===== config.mk =====
export PLATFORM = sky130hd
export DESIGN_NAME = sdes_byte_cipher
export DESIGN_NICKNAME = d
export VERILOG_FILES = /design/src/hw/rtl/sdes_pkg.sv /design/src/hw/rtl/sdes_key_sched.sv /design/src/hw/rtl/sdes_round.sv /design/src/hw/rtl/sdes_byte_cipher.sv
export SDC_FILE = /design/constraint.sdc
export NUM_CORES = 1
export LEC_CHECK = 0
export BUFFER_PORTS_ARGS = -buffer_cell sky130_fd_sc_hd__buf_4
export CORE_MARGIN = 2
export CORE_UTILIZATION = 35
export DETAILED_ROUTE_END_ITERATION = 10
export GPL_TIMING_DRIVEN = 0
export REMOVE_ABC_BUFFERS = 1
export SYNTH_ARGS = -nofsm -noshare
export SYNTH_HDL_FRONTEND = slang
export SYNTH_HIERARCHICAL = 1
export SYNTH_SLANG_ARGS = --single-unit

===== constraint.sdc =====
create_clock -name clk -period 3.05 [get_ports clk]
set_clock_uncertainty 0.15 [all_clocks]
set_input_delay 0 -clock clk [delete_from_list [all_inputs] [get_ports clk]]
set_output_delay 0 -clock clk [all_outputs]
set_load 0.02 [all_outputs]

===== src/hw/rtl/sdes_pkg.sv =====
// ----------------------------------------------------------------------------
// sdes_pkg
// Shared types, constants and bit-level functions of the S-DES byte cipher.
// ----------------------------------------------------------------------------
package sdes_pkg;

  localparam int APB_DW  = 32;
  localparam int APB_AW  = 3;
  localparam int KEY_W   = 10;
  localparam int BYTE_W  = 8;
  localparam int HALF_W  = 4;

  // Register index, taken from the word address bit of paddr.
  localparam logic CFG_IDX_KEY = 1'b0;

  // Operation codes of an item.
  localparam logic OP_ENCRYPT = 1'b0;
  localparam logic OP_DECRYPT = 1'b1;

  typedef struct packed {
    logic [BYTE_W-1:0] k1;
    logic [BYTE_W-1:0] k2;
  } subkeys_t;

  typedef struct packed {
    logic              op;
    logic [HALF_W-1:0] left;
    logic [HALF_W-1:0] right;
  } stage_t;

  localparam logic [1:0] SBOX0 [0:3][0:3] = '{
    '{2'd1, 2'd0, 2'd3, 2'd2},
    '{2'd3, 2'd2, 2'd1, 2'd0},
    '{2'd0, 2'd2, 2'd1, 2'd3},
    '{2'd3, 2'd1, 2'd3, 2'd2}
  };

  localparam logic [1:0] SBOX1 [0:3][0:3] = '{
    '{2'd0, 2'd1, 2'd2, 2'd3},
    '{2'd2, 2'd0, 2'd1, 2'd3},
    '{2'd3, 2'd0, 2'd1, 2'd0},
    '{2'd2, 2'd1, 2'd0, 2'd3}
  };

  // Initial permutation; position 1 is the MSB.
  function automatic logic [7:0] perm_ip(logic [7:0] d);
    return {d[6], d[2], d[5], d[7], d[4], d[0], d[3], d[1]};
  endfunction

  // Inverse of the initial permutation.
  function automatic logic [7:0] perm_ipi(logic [7:0] t);
    return {t[4], t[7], t[5], t[3], t[1], t[6], t[0], t[2]};
  endfunction

  // Round function: E/P, subkey XOR, both S-boxes and P4.
  function automatic logic [3:0] round_f(logic [3:0] r, logic [7:0] k);
    logic [7:0] ep;
    logic [3:0] a;
    logic [3:0] b;
    logic [1:0] s0;
    logic [1:0] s1;
    logic [3:0] s;
    ep = {r[0], r[3], r[2], r[1], r[2], r[1], r[0], r[3]} ^ k;
    a  = ep[7:4];
    b  = ep[3:0];
    s0 = SBOX0[{a[3], a[0]}][{a[2], a[1]}];
    s1 = SBOX1[{b[3], b[0]}][{b[2], b[1]}];
    s  = {s0, s1};
    return {s[2], s[0], s[1], s[3]};
  endfunction

endpackage


===== src/hw/rtl/sdes_key_sched.sv =====
// ----------------------------------------------------------------------------
// sdes_key_sched
// Derives the two round subkeys from the 10-bit key by P10, half rotations
// and P8.
// ----------------------------------------------------------------------------
module sdes_key_sched (
  input  logic [sdes_pkg::KEY_W-1:0] key,
  output sdes_pkg::subkeys_t         subkeys
);
  import sdes_pkg::*;

  logic [KEY_W-1:0] p10;
  logic [KEY_W-1:0] rot1;
  logic [KEY_W-1:0] rot3;

  // P10 with position 1 as the MSB.
  assign p10 = {key[7], key[5], key[8], key[3], key[6],
                key[0], key[9], key[1], key[2], key[4]};

  // Each five-bit half rotated left by one, then by a further two.
  assign rot1 = {p10[8:5], p10[9], p10[3:0], p10[4]};
  assign rot3 = {p10[6:5], p10[9:7], p10[1:0], p10[4:2]};

  // P8 picks eight of the ten rotated bits.
  assign subkeys.k1 = {rot1[4], rot1[7], rot1[3], rot1[6],
                       rot1[2], rot1[5], rot1[0], rot1[1]};
  assign subkeys.k2 = {rot3[4], rot3[7], rot3[3], rot3[6],
                       rot3[2], rot3[5], rot3[0], rot3[1]};

endmodule


===== src/hw/rtl/sdes_round.sv =====
// ----------------------------------------------------------------------------
// sdes_round
// One registered Feistel round: left half XOR round function of the right
// half, with valid/ready flow control. The swap is left to the caller.
// ----------------------------------------------------------------------------
module sdes_round (
  input  logic                            clk,
  input  logic                            rst_n,
  input  logic                            up_valid,
  output logic                            up_ready,
  input  sdes_pkg::stage_t                up_data,
  input  logic [sdes_pkg::BYTE_W-1:0]     subkey,
  output logic                            dn_valid,
  input  logic                            dn_ready,
  output sdes_pkg::stage_t                dn_data
);
  import sdes_pkg::*;

  logic   valid_r;
  stage_t data_r;
  stage_t data_nxt;

  always_comb begin
    data_nxt       = up_data;
    data_nxt.left  = up_data.left ^ round_f(up_data.right, subkey);
  end

  assign up_ready = !valid_r || dn_ready;

  always_ff @(posedge clk) begin
    if (!rst_n) begin
      valid_r <= 1'b0;
    end else if (up_ready) begin
      valid_r <= up_valid;
    end
  end

  always_ff @(posedge clk) begin
    if (up_ready && up_valid) begin
      data_r <= data_nxt;
    end
  end

  assign dn_valid = valid_r;
  assign dn_data  = data_r;

endmodule


===== src/hw/rtl/sdes_byte_cipher.sv =====
// ----------------------------------------------------------------------------
// sdes_byte_cipher
// Simplified DES on one byte per item, encrypting or decrypting under a
// 10-bit key held in a configuration register.
// ----------------------------------------------------------------------------
// Usage:
//   The key is written through the APB-style cfg_ port at byte address 0
//   and read back from the same place. It should be written only while no
//   item is in flight. The subkeys follow the key register directly, so an
//   item may be offered in the cycle after the write completes.
//   An item (in_operation, in_data_in) is accepted when in_valid and
//   in_ready are both high; in_operation low encrypts, high decrypts.
//   The result appears on out_data_out with out_valid once the item has
//   passed the initial permutation register and both round registers, and
//   a ready receiver then takes it. The pipeline has three register stages:
//   the initial permutation, round one, and round two, whose output passes
//   through the inverse permutation as plain wiring. One item is accepted in
//   every cycle in steady state while the receiver keeps out_ready high.
//   When the receiver holds out_ready low, the result stays on the port and
//   the stages behind it keep filling; in_ready drops only once all three
//   stages hold an item. A stall neither loses nor repeats an item.
//   Reset clears the key to zero and empties the pipeline.
// ----------------------------------------------------------------------------
module sdes_byte_cipher (
  input  logic                            clk,
  input  logic                            rst_n,
  // Configuration port
  input  logic                            cfg_psel,
  input  logic                            cfg_penable,
  input  logic                            cfg_pwrite,
  input  logic [sdes_pkg::APB_AW-1:0]     cfg_paddr,
  input  logic [sdes_pkg::APB_DW-1:0]     cfg_pwdata,
  output logic [sdes_pkg::APB_DW-1:0]     cfg_prdata,
  output logic                            cfg_pready,
  // Input channel
  input  logic                            in_valid,
  output logic                            in_ready,
  input  logic                            in_operation,
  input  logic [sdes_pkg::BYTE_W-1:0]     in_data_in,
  // Result channel
  output logic                            out_valid,
  input  logic                            out_ready,
  output logic [sdes_pkg::BYTE_W-1:0]     out_data_out
);
  import sdes_pkg::*;

  // Configuration register. The word address bit selects the register;
  // the byte offset bits are not decoded.
  logic [KEY_W-1:0] key_r;
  logic             key_sel;

  assign key_sel    = (cfg_paddr[2] == CFG_IDX_KEY);
  assign cfg_pready = 1'b1;

  always_ff @(posedge clk) begin
    if (!rst_n) begin
      key_r <= '0;
    end else if (cfg_psel && cfg_penable && cfg_pwrite && cfg_pready && key_sel) begin
      key_r <= cfg_pwdata[KEY_W-1:0];
    end
  end

  always_comb begin
    cfg_prdata = '0;
    if (key_sel) begin
      cfg_prdata = {{(APB_DW-KEY_W){1'b0}}, key_r};
    end
  end

  // Subkeys are pure rewiring of the key.
  subkeys_t subkeys;

  sdes_key_sched u_key_sched (
    .key     (key_r),
    .subkeys (subkeys)
  );

  // Stage A: initial permutation, split into halves.
  logic   a_valid_r;
  stage_t a_data_r;
  stage_t a_data_nxt;
  logic   b_up_ready;

  always_comb begin
    a_data_nxt.op                       = in_operation;
    {a_data_nxt.left, a_data_nxt.right} = perm_ip(in_data_in);
  end

  assign in_ready = !a_valid_r || b_up_ready;

  always_ff @(posedge clk) begin
    if (!rst_n) begin
      a_valid_r <= 1'b0;
    end else if (in_ready) begin
      a_valid_r <= in_valid;
    end
  end

  always_ff @(posedge clk) begin
    if (in_ready && in_valid) begin
      a_data_r <= a_data_nxt;
    end
  end

  // Stage B: first round. Encryption starts with K1, decryption with K2.
  logic [BYTE_W-1:0] b_subkey;
  logic              b_valid;
  stage_t            b_data;
  logic              c_up_ready;

  assign b_subkey = (a_data_r.op == OP_DECRYPT) ? subkeys.k2 : subkeys.k1;

  sdes_round u_round1 (
    .clk      (clk),
    .rst_n    (rst_n),
    .up_valid (a_valid_r),
    .up_ready (b_up_ready),
    .up_data  (a_data_r),
    .subkey   (b_subkey),
    .dn_valid (b_valid),
    .dn_ready (c_up_ready),
    .dn_data  (b_data)
  );

  // The halves swap between the rounds.
  stage_t            b_swapped;
  logic [BYTE_W-1:0] c_subkey;
  stage_t            c_data;

  always_comb begin
    b_swapped.op    = b_data.op;
    b_swapped.left  = b_data.right;
    b_swapped.right = b_data.left;
  end

  assign c_subkey = (b_data.op == OP_DECRYPT) ? subkeys.k1 : subkeys.k2;

  // Stage C: second round, no swap after it.
  sdes_round u_round2 (
    .clk      (clk),
    .rst_n    (rst_n),
    .up_valid (b_valid),
    .up_ready (c_up_ready),
    .up_data  (b_swapped),
    .subkey   (c_subkey),
    .dn_valid (out_valid),
    .dn_ready (out_ready),
    .dn_data  (c_data)
  );

  // The inverse permutation is wiring on the output register.
  assign out_data_out = perm_ipi({c_data.left, c_data.right});

endmodule


==> reports/qor.yml <==
routing:
  route.detailed.vias_per_inst: 4.28
  dr.first_iter.drc_count: 48
  detail_route.wl_per_cell_um: 12.3
  count_of_tritonroute_iterations_in_the_first_routing_pass: 4
  dr_total_vias: 1716
  wl_um: 4950
  drc_errors: 0
  ant_nets: 0
worst_setup_path:
  crit_path_end_kind: "flop"
  crit_buf_inv: 2
  crit_type: "flop to flop"
  path_depth: 7
  critical_path.startpoint_type: "flop"
  timing.reg2reg.worst_path_depth: 7
  critical_path.cell_chain: "mux2_2 -> xnor2_1 -> inv_1 -> ha_1 -> inv_1 -> mux4_2 -> xnor2_1"
  worst_path_max_delay_cell: "sky130_fd_sc_hd__edfxtp_1"
  critical_path_peak_fanout: 9
  critical_path_arrival_ns: 2.49
  slowest_delay_ns: 0.57
  critPathRequiredTime_ns: 2.94
  worst_path_dominant_cell_family: "multiplexers"
synthesis:
  synth_area_per_cell_um2: 11.0
  syn_area_um2: 2530
  synthesis.instances: 231
  synth.yosys.warnings: 6
clock_network:
  htree_num_levels: 2
  cts_inserted_buffers: 5
  clk_pin_slew_ns: 0.07
  clkLatencyLatePin_ns: 0.29
  max-clock-path-buffers: 2
  clock-root-buffer: "sky130_fd_sc_hd__clkbuf_8"
  cts.sinks: 39
  tritoncts: "built"
  cts_setup_buffers: 0
floorplanning:
  floorplan.die.height_um: 89.0
  placement_rows: 30
  ios: 94
  dieArea_um2: 7920
  initial_core_util_pct: 36.6
  die-width_um: 89.0
  design.core.area_um2: 6910
hold_path:
  worst_hold_path_type: "input port to output port"
  hold_path_depth: 3
run:
  maxCapViolCount: 0
global_routing:
  grt.overflow.total: 0
  antenna_found_initial: 0
  grt_start_max_net_pins: 24
  first_pass_grt_wire_length_um: 8060
  global_route.usage.total_pct: 13.4
  first_global_vias: 1710
placement:
  dpl.hpwl_um: 3400
  placedInstanceArea_um2: 2750
  numPortBuffers: 46
  dpl_ws_ns: 0.455
  routabilityCongestion: 0.788
timing:
  post-route-min-period_ns: 2.60
  rsz0062_at_grt: "no"
  fin_ws_ns: 0.446
  highest_clock_frequency_the_design_can_meet_mhz: 384
  final_report_max_slew_violation_count: 0
  worst_pin_slew_ns: 0.646
  setup-tns-final_ns: 0
  relSlewSlack_pct: 56.9
  timing.final.crit_share_pct: 85.4
  setup_violations: 0
  hold-worst-slack_ns: 0.194
  final_hold_viol_count: 0
pwr:
  cellLeakagePower_nw: 1.37
  peakVddDrop_mv: 0.166
  power.density_nw_per_um2: 376
outcome:
  outcome: "finished clean"
layout:
  drive_above_1_share_pct: 23.6
  areaGrowthSynthToFinish_pct: 29.2
  antenna_cells: 0
  post_layout_nets: 361
  design_area_um2: 3270
==> per-stage QoR <==
stage	power [W]	instances	util, %
after floorplan	0.000790	207	-
after global placement	0.000854	349	39.8
after detailed placement	0.000861	349	39.8
after CTS	0.00124	401	47.3
after global routing	0.00130	401	47.3
final	0.00123	401	47.3
==> worst register-to-register path: stages, from the launching register on <==
cell and delay [ns]:
sky130_fd_sc_hd__edfxtp_1 0.57, sky130_fd_sc_hd__mux2_2 0.40, sky130_fd_sc_hd__xnor2_1 0.24, sky130_fd_sc_hd__inv_1 0.10
sky130_fd_sc_hd__ha_1 0.29, sky130_fd_sc_hd__inv_1 0.03, sky130_fd_sc_hd__mux4_2 0.46, sky130_fd_sc_hd__xnor2_1 0.13
==> path summary, 6_finish.rpt <==
check               start                  end  slack (ns)
max reg2reg   a_data_r[8]  u_round1/dn_data[6]        0.45
min          cfg_paddr[2]        cfg_prdata[0]        0.19
max           a_data_r[8]  u_round1/dn_data[6]        0.45
min reg2reg     a_valid_r    u_round1/dn_valid        0.32
==> final cells by class <==
class                      instances  area (um2)
fill                             658        3640
timing repair buffer              90         786
clock buffer                       7        76.3
inverter                          13        48.8
tap                               96         120
clock inverter                     1        5.00
multi-input combinational        155        1190
sequential                        39        1040
==> placed cells by master, fill, tap and decap left out, types with 8 or more instances in the layout <==
cell type and instances:
sky130_fd_sc_hd__buf_4 46, sky130_fd_sc_hd__conb_1 23, sky130_fd_sc_hd__dfxtp_1 13, sky130_fd_sc_hd__dlygate4sd3_1 44, sky130_fd_sc_hd__edfxtp_1 26, sky130_fd_sc_hd__inv_1 13, sky130_fd_sc_hd__mux2_2 16, sky130_fd_sc_hd__mux2i_1 16
sky130_fd_sc_hd__nand2_1 20, sky130_fd_sc_hd__nor2b_1 10, sky130_fd_sc_hd__xnor2_1 18, sky130_fd_sc_hd__xor2_1 8
==> sequential cells by signal (all words and copies together) (netlist names) <==
register / cells
a_data_r: 9
a_valid_r: 1
u_round2/dn_data: 8
key_r: 10
u_round1/dn_data: 9
u_round1/dn_valid: 1
u_round2/dn_valid: 1
==> report_power, final <==
group / switching (W) / internal [W]
logic: 0.000128 / 0.000139
clock network: 0.000181 / 0.000161
registers: 0.0000245 / 0.000596
==> routing by layer <==
metal | part of all wire (%) | track usage (%) | vias to the layer above
li1 | - | - | 876
met1 | 44 | 15.5 | 796
met2 | 52 | 23.9 | 40
met3 | 3.5 | 3.60 | 4
met4 | 1.0 | 4.61 | 0
met5 | 0 | 0 | -
==> what timing repair did <==
item                                    4_1_cts  5_1_grt
endpoints found under the setup margin        0        0
endpoints found under the hold margin        22        0
hold buffers                                 44        0
gates resized for setup                       0        0
(Power assumes the default switching activity.)
